`src/rtl/rpc_pkg.sv`:
```
`timescale 1ns / 1ps
// ----------------------------------------------------------------------------
// Relative permeability curves: shared package
// Fixed point constants, item tags, config types and the constant tables
// for the base-2 exponent chain.
// ----------------------------------------------------------------------------
package rpc_pkg;

   localparam int FRAC_BITS  = 16;
   localparam int IG         = 30;
   localparam int SAT_W      = FRAC_BITS + 1;
   localparam int COEF_W     = 24;
   localparam int CSR_IDX_W  = 3;
   localparam int DIV_STAGES = FRAC_BITS / 2;
   localparam int ACC_W      = IG + 1;
   localparam int T_W        = IG + 5;
   localparam int E_W        = 43;
   localparam int WQ_W       = 39;
   localparam int W_W        = IG + 6;
   localparam int V_W        = IG + 8;
   localparam int AUX_W      = 8;

   localparam logic [SAT_W-1:0] ONE     = SAT_W'(1) << FRAC_BITS;
   localparam logic [ACC_W-1:0] LOG2E   = 31'd1549082005;
   localparam logic [W_W-1:0]   W_CAP   = W_W'(32) << IG;
   localparam logic [31:0]      G_UNITY = 32'h8000_0000;

   typedef enum logic [1:0] {
      MODE_NORM,
      MODE_ZERO,
      MODE_LOW,
      MODE_HIGH
   } mode_type;

   typedef enum logic [CSR_IDX_W-1:0] {
      CSR_WATER_A,
      CSR_WATER_B,
      CSR_OIL_A,
      CSR_OIL_B,
      CSR_IRR_WATER,
      CSR_RES_OIL,
      CSR_WATER_END,
      CSR_OIL_END
   } csr_index_type;

   typedef struct packed {
      mode_type         mode;
      logic [AUX_W-1:0] aux;
   } tag_type;

   typedef struct packed {
      logic [COEF_W-1:0] a;
      logic [COEF_W-1:0] b;
      logic [SAT_W-1:0]  maxv;
   } curve_cfg_type;

   function automatic logic [63:0] isqrt64(input logic [63:0] val);
      logic [63:0] rem;
      logic [63:0] res;
      logic [63:0] b;
      int          k;
      rem = val;
      res = '0;
      b   = 64'd1 << 62;
      for (k = 0; k < 32; k++) begin
         if (b > rem) b = b >> 2;
      end
      for (k = 0; k < 32; k++) begin
         if (b != '0) begin
            if (rem >= res + b) begin
               rem = rem - (res + b);
               res = (res >> 1) + b;
            end else begin
               res = res >> 1;
            end
            b = b >> 2;
         end
      end
      return res;
   endfunction

   // 2^(2^-idx) in Q.IG
   function automatic logic [ACC_W-1:0] exp2_root(input int idx);
      logic [63:0] r;
      int          k;
      r = 64'd1 << (IG + 1);
      for (k = 1; k <= IG; k++) begin
         if (k <= idx) r = isqrt64(r << IG);
      end
      return r[ACC_W-1:0];
   endfunction

endpackage

```
`src/rtl/rpc_div.sv`:
```
`timescale 1ns / 1ps
// ----------------------------------------------------------------------------
// Saturation normalizer
// Restoring divider, two quotient bits per stage: x = (num << 16) / span.
// ----------------------------------------------------------------------------
module rpc_div (
   input  logic                           clock,
   input  logic                           reset,
   input  logic                           en,
   input  logic                           in_valid,
   input  logic [rpc_pkg::FRAC_BITS-1:0]  in_num,
   input  logic [rpc_pkg::SAT_W-1:0]      in_span,
   input  rpc_pkg::mode_type              in_mode,
   output logic                           out_valid,
   output logic [rpc_pkg::FRAC_BITS-1:0]  out_x,
   output rpc_pkg::mode_type              out_mode
);

   localparam int N = rpc_pkg::DIV_STAGES;
   localparam int S = rpc_pkg::SAT_W;

   logic                          valid_ff [1:N];
   logic [S-1:0]                  rem_ff   [1:N];
   logic [S-1:0]                  span_ff  [1:N];
   logic [rpc_pkg::FRAC_BITS-1:0] q_ff     [1:N];
   rpc_pkg::mode_type             mode_ff  [1:N];

   for (genvar i = 1; i <= N; i++) begin : g_stage
      logic                          valid_src;
      logic [S-1:0]                  rem_src;
      logic [S-1:0]                  span_src;
      logic [rpc_pkg::FRAC_BITS-1:0] q_src;
      rpc_pkg::mode_type             mode_src;
      logic [S:0]                    r1;
      logic [S:0]                    r2;
      logic                          b1;
      logic                          b0;
      logic [S-1:0]                  rem_in;
      logic [rpc_pkg::FRAC_BITS-1:0] q_in;

      if (i == 1) begin : g_first
         assign valid_src = in_valid;
         assign rem_src   = S'(in_num);
         assign span_src  = in_span;
         assign q_src     = '0;
         assign mode_src  = in_mode;
      end else begin : g_next
         assign valid_src = valid_ff[i-1];
         assign rem_src   = rem_ff[i-1];
         assign span_src  = span_ff[i-1];
         assign q_src     = q_ff[i-1];
         assign mode_src  = mode_ff[i-1];
      end

      always_comb begin
         r1 = {rem_src, 1'b0};
         b1 = (r1 >= (S+1)'(span_src));
         if (b1) r1 = r1 - (S+1)'(span_src);
         r2 = {r1[S-1:0], 1'b0};
         b0 = (r2 >= (S+1)'(span_src));
         if (b0) r2 = r2 - (S+1)'(span_src);
         rem_in = r2[S-1:0];
         q_in   = {q_src[rpc_pkg::FRAC_BITS-3:0], b1, b0};
      end

      always_ff @(posedge clock) begin
         if (reset) begin
            valid_ff[i] <= 1'b0;
         end else if (en) begin
            valid_ff[i] <= valid_src;
         end
      end

      always_ff @(posedge clock) begin
         if (en) begin
            rem_ff[i]  <= rem_in;
            span_ff[i] <= span_src;
            q_ff[i]    <= q_in;
            mode_ff[i] <= mode_src;
         end
      end
   end

   assign out_valid = valid_ff[N];
   assign out_x     = q_ff[N];
   assign out_mode  = mode_ff[N];

endmodule

```
`config.mk`:
```
export PLATFORM = sky130hd
export DESIGN_NAME = rpc_div
export DESIGN_NICKNAME = d
export VERILOG_FILES = /design/src/rtl/rpc_pkg.sv /design/src/rtl/rpc_div.sv
export SDC_FILE = /design/constraint.sdc
export NUM_CORES = 1
export LEC_CHECK = 0
export BUFFER_PORTS_ARGS = -buffer_cell sky130_fd_sc_hd__buf_2
export CAP_MARGIN = 40
export CORE_MARGIN = 5
export CORE_UTILIZATION = 55
export CTS_CLUSTER_SIZE = 24
export DETAILED_ROUTE_END_ITERATION = 10
export HOLD_SLACK_MARGIN = 0.02
export PLACE_DENSITY = 0.68
export SLEW_MARGIN = 25
export SYNTH_ARGS = -nofsm -noshare
export SYNTH_HDL_FRONTEND = slang
export SYNTH_SLANG_ARGS = --single-unit
```
`constraint.sdc`:
```
create_clock -name clock -period 12.2 [get_ports clock]
set_input_delay 2.44 -clock clock [delete_from_list [all_inputs] [get_ports clock]]
set_output_delay 2.44 -clock clock [all_outputs]
set_load 0.05 [all_outputs]
```
==> qor.yml, run 1 <==
outcome: "complete, no violations"
hold_class: "reg -> reg"
first_pass_iters: 6
dp_hpwl_um: 44500
cts_hold_buf: 0
skew_ps: 22.0
min_period_ps: 7060
synth_edf_count: 334
clk_pin_slew_ps: 60
vias_per_cell: 5.97
critPathLaunchType: "input port"
rows: 78
ant_nets: 0
setup_viol: 0
crit_buf_inv: 4
root_buffer: "clkbuf_16"
fin_setup_tns_ps: 0
antenna_found_initial: 0
worst_setup_path_end_kind: "register"
wl_um: 57500
grt_max_degree: 166
post_cts_buffers: 0
dp.cells: 3055
crit_type: "in -> reg"
die-area_sq_um: 49600
core_sq_um: 45100
rsz0062_at_grt: "false"
avgSynthCellArea_sq_um: 10.3
clk_latency_ps: 560
synth_area_leaders: "edfxtp_1 40%, ha_1 13%, xnor2_1 4.8%, mux2_2 4.1%, a21oi_1 3.8%"
numCtsBuffers: 40
yosysWarningCount: 0
grt_use_total_pct: 22.5
yosysTopAreaCellShare_pct: 40.3
critPathMaxFanout: 20
initial_utilization_pct: 55.2
crit_chain: "buf_2, inv_1, ha_1, o21ai_0, a21oi_1, o31ai_1, a21oi_1, a311oi_1, a21oi_1, buf_4, mux2_2, ha_1, or2_2, a21oi_1, o31ai_1, a31oi_1, o21ai_1, a21oi_1, o211ai_2, buf_6, mux2_2"
utilization_pct: 60.6
drc_errors: 0
yosys-top-cells-count: "334 x edfxtp_1, 263 x ha_1, 197 x inv_1"
syn_nets: 2734
synth_most_common_cell: "edfxtp_1"
required_ps: 12500
yosys.cell_types.count: 88
synthCells: 2424
nets: 2809
path_common_cell: "a21oi_1"
crit_slowest_cell: "a311oi_1"
drtIter0Drc: 1563
syn_area_sq_um: 24900
tightest_slew_ps: 970
synth_top_area_cell: "edfxtp_1"
syn_to_final_growth_pct: 9.74
synth_top_flop_cell: "edfxtp_1"
max_stage_delay_ps: 440
grt-ovfl-total: 0
cts_resized: 0
routed-via-count: 18700
antenna_cells: 0
arrival_ps: 7360
max_freq_ghz: 0.142
relSlewSlack_pct: 35.3
cts_tree: "yes"
numPortBuffers: 57
yosysSeqAreaShare_pct: 40.3
ys_seq_elements: 334
min_period_over_period_pct: 57.9
hold_viol: 0
hold_ws_ps: 414
drive_gt1_share_pct: 11.0
grt_pass1_wl_um: 92300
final_cells: 3130
die_y_um: 223
max-clock-path-buffers: 3
slew_viol_final: 0
pin_count: 58
cts.sinks: 334
grt_pass1_vias: 18200
gp_congestion: 0.927
wl_per_cell_um: 18.4
async_flop_share_pct: 0
htreeDepth: 2
maxCapViolCount: 0
die-width_um: 223
critPathTopFamily: "compound AO/OA/AOI/OAI gates"
## final cells by class
type,count,area (sq um)
Multi-Input combinational cell,1854,14000
Inverter,199,747
Sequential cell,334,10000
Clock buffer,46,1070
Timing Repair Buffer,70,432
Tap cell,600,751
Fill cell,3770,17800
Clock inverter,27,342
## worst paths after layout
check,startpoint,endpoint,slack [ps],cells past startpoint
setup / recovery,in_span[2],rem_ff[0][31],5140,21
hold / removal,mode_ff[0][10],mode_ff[0][12],410,0
setup reg to reg,span_ff[0][17],rem_ff[0][46],5390,20
hold reg to reg,mode_ff[0][10],mode_ff[0][12],410,0
## through the flow
step | setup slack [ps] | cell area, sq um
CTS | 5220 | 27300
floorplan | 5460 | 24900
finish | 5140 | 27300
detailed placement | 4630 | 25900
global placement | 4690 | 25900
global route | 4690 | 27300
## cells in the final DEF, fill, tap and decap left out, types with 10 or more instances in the layout
cell	synthesis	routed
nor2_1	161	161
ha_1	263	263
or3_1	12	12
nor3_1	51	51
a31oi_1	16	15
o21bai_1	30	30
nand2_1	138	138
clkbuf_16	0	42
a21o_1	71	71
xor2_1	59	59
or2_2	20	20
inv_1	197	197
nand4_1	32	32
xnor2_1	136	136
nor4_1	10	10
o31ai_1	23	23
mux2_1	39	39
mux2_2	90	90
nand2b_1	24	24
buf_2	13	56
o211ai_1	12	12
a21oi_1	190	190
nor2b_1	33	33
and3_1	23	23
a211oi_1	24	24
nand3_1	43	43
o21ai_1	39	39
and2_1	17	17
o21a_1	38	38
edfxtp_1	334	334
o21ai_0	102	102
## registers in the layout, indices dropped and copies added, names as in the netlist
signal    cells
valid_ff      8
rem_ff      119
mode_ff      16
span_ff     119
q_ff         72
## per-layer routing
layer | GRT usage (%) | part of all wire [%]
met4 | 7.17 | 3.1
met3 | 3.57 | 4.5
met5 | 0 | 0
met1 | 29.2 | 44
met2 | 38.7 | 49
## cell families after synthesis
kind of cell    count (synthesis)  synth area share (%)
compound gates                654                  17.0
xor+xnor                      195                  6.86
fa+ha+maj                     271                  13.9
buf+inv                       236                  3.71
flops                         334                  40.3
mux                           145                  6.64
simple gates                  589                  11.6
Power of run 1 is not shown: default switching activity piles up to over one toggle a cycle in this logic, so the estimate is an artifact.
==> run 2, diff against run 1 <==
clock period = 6.57 ns   (was 12.2 ns; I/O delays follow)
==> qor.yml, run 2 (synthesized netlist as in run 1, its figures left out) <==
outcome: "complete, no violations"
numCtsBuffers: 40  # unchanged
routed-via-count: 18600  # -0.26%
critPathTopFamily: "compound AO/OA/AOI/OAI gates"
core_sq_um: 45100  # unchanged
drc_errors: 0  # unchanged
cts.sinks: 334  # unchanged
pin_count: 58  # unchanged
tightest_slew_ps: 808  # -162 ps
hold_path_startpoint: "mode_ff[0][13]"
die_y_um: 223  # unchanged
grt_pass1_wl_um: 92600  # +0.35%
grt-ovfl-total: 0  # unchanged
cp-startpoint: "span_ff[0][34]"
crit_chain: "inv_1, fa_1, a211oi_2, nor2_1, o311a_1, o311ai_2, a21oi_2, nor4_4, mux2_1, ha_1, nand4_1, o211ai_1, o41ai_1, o21ai_1, nand4_1, a41oi_1, nand2_1, nand2b_4, mux2_1"
rows: 78  # unchanged
slew_viol_final: 0  # unchanged
initial_utilization_pct: 55.2  # unchanged
clk_pin_slew_ps: 60  # about the same
reg2regPathDepth: 19  # -5.0%
r2r_start: "span_ff[0][34]"
wl_um: 58200  # +1.2%
crit_type: "reg -> reg"
syn_to_final_growth_pct: 9.52
worst-r2r-setup-slack_ps: 360  # -5030 ps
worst_setup_path_end_kind: "register"
dp_hpwl_um: 45400  # +2.0%
gp_congestion: 0.915  # -1.3%
hold_class: "reg -> reg"
vias_per_cell: 5.94  # -0.48%
post_cts_buffers: 0  # unchanged
crit_buf_inv: 1  # -3
hold_ws_ps: 400  # -14.0 ps
grt_max_degree: 140  # -16%
grt_use_total_pct: 22.7  # +0.26 points
grt_pass1_vias: 18200  # -0.14%
max_stage_delay_ps: 630  # +190 ps
whs_path_depth: 0  # unchanged
setup_viol: 0  # unchanged
arrival_ps: 6490  # -870 ps
fill_cells: 3849  # +2.1%
rsz0062_at_grt: "false"
nets: 2819  # +0.36%
place_ws_ps: 333  # -4300 ps
ant_nets: 0  # unchanged
min_period_ps: 6210
final_common_cell: "edfxtp_1"
min_period_over_period_pct: 94.5
cts_tree: "yes"
critPathMaxFanout: 17  # -15%
drive_gt1_share_pct: 11.2  # +0.21 points
required_ps: 6850  # -5650 ps
critPathLaunchType: "register"
r2r_end: "rem_ff[0][57]"
reg_top3: "rem_ff: 119 flops, span_ff: 119 flops, q_ff: 72 flops"
crit_slowest_cell: "o41ai_1"
wl_per_cell_um: 18.6  # +0.92%
fin_setup_tns_ps: 0  # unchanged
design_area_sq_um: 27300  # -0.20%
antenna_found_initial: 0  # unchanged
antenna_cells: 0  # unchanged
first_pass_iters: 5  # -1
max-clock-path-buffers: 3  # unchanged
hold_path_end: "mode_ff[0][15]"
relSlewSlack_pct: 45.5  # +10 points
root_buffer: "clkbuf_16"
postPlaceCellArea_sq_um: 26000  # +0.30%
cts_hold_buf: 0  # unchanged
max_freq_ghz: 0.161
skew_ps: 30.6  # +8.63 ps
setup_ws_ps: 359  # -4780 ps
hold_viol: 0  # unchanged
htreeDepth: 2  # unchanged
numPortBuffers: 57  # unchanged
clk_latency_ps: 560  # about the same
die-area_sq_um: 49600  # unchanged
drtIter0Drc: 1283  # -18%
maxCapViolCount: 0  # unchanged
final_cell_mix: "334 x edfxtp_1, 263 x ha_1, 197 x inv_1, 190 x a21oi_1, 161 x nor2_1"
die-width_um: 223  # unchanged
[run 2: cell count changes in the layout (fill, tap and decap cells not counted), sizes merged]
cell,previous run,this run
clkinv,14,10
clkbuf,46,49
bufinv,7,3
inv,200,202
buf,70,80
[run 2: final cells by class]
class / instances / area, sq um / area share [%]
flip-flops and latches: 334 / 10000 / 36.8
repair buffers: 80 / 480 / 1.76
inverters: 199 / 747 / 2.74
well taps: 600 / 751 / 2.75
clock inverters: 21 / 213 / 0.780
clock buffers: 49 / 1080 / 3.95
multi-input cells: 1854 / 14000 / 51.2
[run 2: repair_timing]
item / in CTS / in global routing
resized for setup: 0 / 2
setup endpoints to repair: 0 / 14
hold endpoints to repair: 0 / 0
[run 2: layer usage]
layer | track usage, % | vias to the layer above | part of all wire (%)
met2 | 39.3 | 481 | 49
met1 | 29.3 | 8813 | 43
li1 | - | 9206 | -
met5 | 0 | - | 0
met4 | 8.08 | 0 | 3.6
met3 | 3.21 | 132 | 4.4
[run 2: stage by stage]
step | utilization [%] | instances
5_1_grt | 60.5 | 3137
4_1_cts | 60.5 | 3137
2_1_floorplan | - | 2424
3_3_place_gp | 57.6 | 3067
3_5_place_dp | 57.6 | 3067
6_report | 60.5 | 3137
[run 2: worst max path at each step]
stage,endpoint,cells after the start
3_3_place_gp,rem_ff[0][134],18
6_report,rem_ff[0][57],19
3_5_place_dp,rem_ff[0][19],21
5_1_grt,rem_ff[0][134],18
2_1_floorplan,rem_ff[0][25],21
4_1_cts,rem_ff[0][134],18
Power of run 2 is left out for the same reason.
==> run 3, diff against run 2 <==
CAP_MARGIN = not set   (was 40)
CTS_BUF_LIST = sky130_fd_sc_hd__clkbuf_16   (was not set)
==> qor.yml, run 3 (synthesized netlist as in run 1, its figures left out) <==
hold_class: "reg -> reg"
fill_cells: 3849  # unchanged
drive_gt1_share_pct: 11.2  # unchanged
whs_path_depth: 0  # unchanged
max_freq_ghz: 0.161  # about the same
routed-via-count: 18600  # -0.059%
cts_tree: "yes"
outcome: "complete, no violations"
rows: 78  # unchanged
rsz0062_at_grt: "false"
final_common_cell: "edfxtp_1"
core_sq_um: 45100  # unchanged
cp-startpoint: "span_ff[0][34]"
crit_type: "reg -> reg"
crit_path_end: "rem_ff[0][57]"
first_pass_iters: 5  # unchanged
grt_max_degree: 140  # unchanged
die_y_um: 223  # unchanged
grt-ovfl-total: 0  # unchanged
ant_nets: 0  # unchanged
die-area_sq_um: 49600  # unchanged
cts_hold_buf: 0  # unchanged
tightest_slew_ps: 808  # +0.000238 ps
cts.sinks: 334  # unchanged
cts_resized: 0  # unchanged
clk_latency_ps: 570  # about the same
vias_per_cell: 5.94  # about the same
slew_viol_final: 0  # unchanged
antenna_found_initial: 0  # unchanged
numPortBuffers: 57  # unchanged
nets: 2819  # unchanged
arrival_ps: 6490  # about the same
r2r_end: "rem_ff[0][57]"
post_cts_buffers: 0  # unchanged
reg_top3: "rem_ff: 119 flops, span_ff: 119 flops, q_ff: 72 flops"
max-clock-path-buffers: 3  # unchanged
required_ps: 6850  # about the same
maxCapViolCount: 0  # unchanged
setup_viol: 0  # unchanged
skew_ps: 30.9  # +0.252 ps
min_period_over_period_pct: 94.5  # about the same
r2r_start: "span_ff[0][34]"
grt_pass1_wl_um: 92600  # unchanged
antenna_cells: 0  # unchanged
syn_to_final_growth_pct: 9.52  # unchanged
wl_per_cell_um: 18.5  # about the same
htreeDepth: 2  # unchanged
fin_setup_tns_ps: 0  # unchanged
min_period_ps: 6210  # -1.41 ps
dp_hpwl_um: 45400  # unchanged
drc_errors: 0  # unchanged
worst-r2r-setup-slack_ps: 360  # about the same
gp_congestion: 0.915  # unchanged
reg2regPathDepth: 19  # unchanged
root_buffer: "clkbuf_16"
numCtsBuffers: 40  # unchanged
drtIter0Drc: 1263  # -1.6%
pin_count: 58  # unchanged
initial_utilization_pct: 55.2  # unchanged
wl_um: 58200  # about the same
hold_viol: 0  # unchanged
relSlewSlack_pct: 45.5  # unchanged
clk_pin_slew_ps: 60  # about the same
critPathMaxFanout: 17  # unchanged
final_cell_mix: "334 x edfxtp_1, 263 x ha_1, 204 x inv_1, 190 x a21oi_1, 161 x nor2_1"
grt_pass1_vias: 18200  # unchanged
die-width_um: 223  # unchanged
worst_setup_path_end_kind: "register"
critPathLaunchType: "register"
grt_use_total_pct: 22.7  # unchanged
==> run 3: cell types whose count changed in the layout (fill, tap and decap cells not counted) <==
cell	before	now
clkbuf_1	7	0
inv_1	197	204
==> run 3: worst min-delay path by stage <==
stage / to / from
5_1_grt: mode_ff[0][15] / mode_ff[0][13]
6_report: q_ff[0][118] / q_ff[0][100]
3_5_place_dp: mode_ff[0][15] / mode_ff[0][13]
3_3_place_gp: mode_ff[0][14] / mode_ff[0][12]
4_1_cts: q_ff[0][118] / q_ff[0][100]
2_1_floorplan: mode_ff[0][10] / mode_ff[0][8]
==> run 3: final cells by class <==
type | instances | area, sq um | area share, %
multi-input combinational | 1854 | 14000 | 51.2
sequential | 334 | 10000 | 36.8
clock buffer | 42 | 1050 | 3.85
tap | 600 | 751 | 2.75
inverter | 199 | 747 | 2.74
timing repair buffer | 80 | 480 | 1.76
clock inverter | 28 | 239 | 0.876
==> run 3: per-stage QoR <==
step | worst slack (ps) | cell area [sq um] | hold slack [ps] | instances | util (%)
6_report | 360 | 27300 | 400 | 3137 | 60.5
5_1_grt | 5.17 | 27300 | 402 | 3137 | 60.5
4_1_cts | 362 | 27300 | 400 | 3137 | 60.5
3_5_place_dp | 333 | 26000 | 405 | 3067 | 57.6
3_3_place_gp | 417 | 26000 | 400 | 3067 | 57.6
2_1_floorplan | 958 | 24900 | 400 | 2424 | -
==> run 3: critical path, stage by stage, from the launching register on <==
cell      delay [ps]
edfxtp_1         470
inv_1            130
fa_1             480
a211oi_2         230
nor2_1           110
o311a_1          350
o311ai_2         390
a21oi_2          140
nor4_4           610
mux2_1           420
ha_1             340
nand4_1           90
o211ai_1         140
o41ai_1          630
o21ai_1          300
nand4_1          180
a41oi_1          160
nand2_1          170
nand2b_4         210
mux2_1           380
==> run 3: metal layers <==
layer	wire [um]	track usage, %
met1	25100	29.3
met2	28400	39.3
met3	2590	3.21
met4	2110	8.08
met5	0	0
Power of run 3 is left out for the same reason.
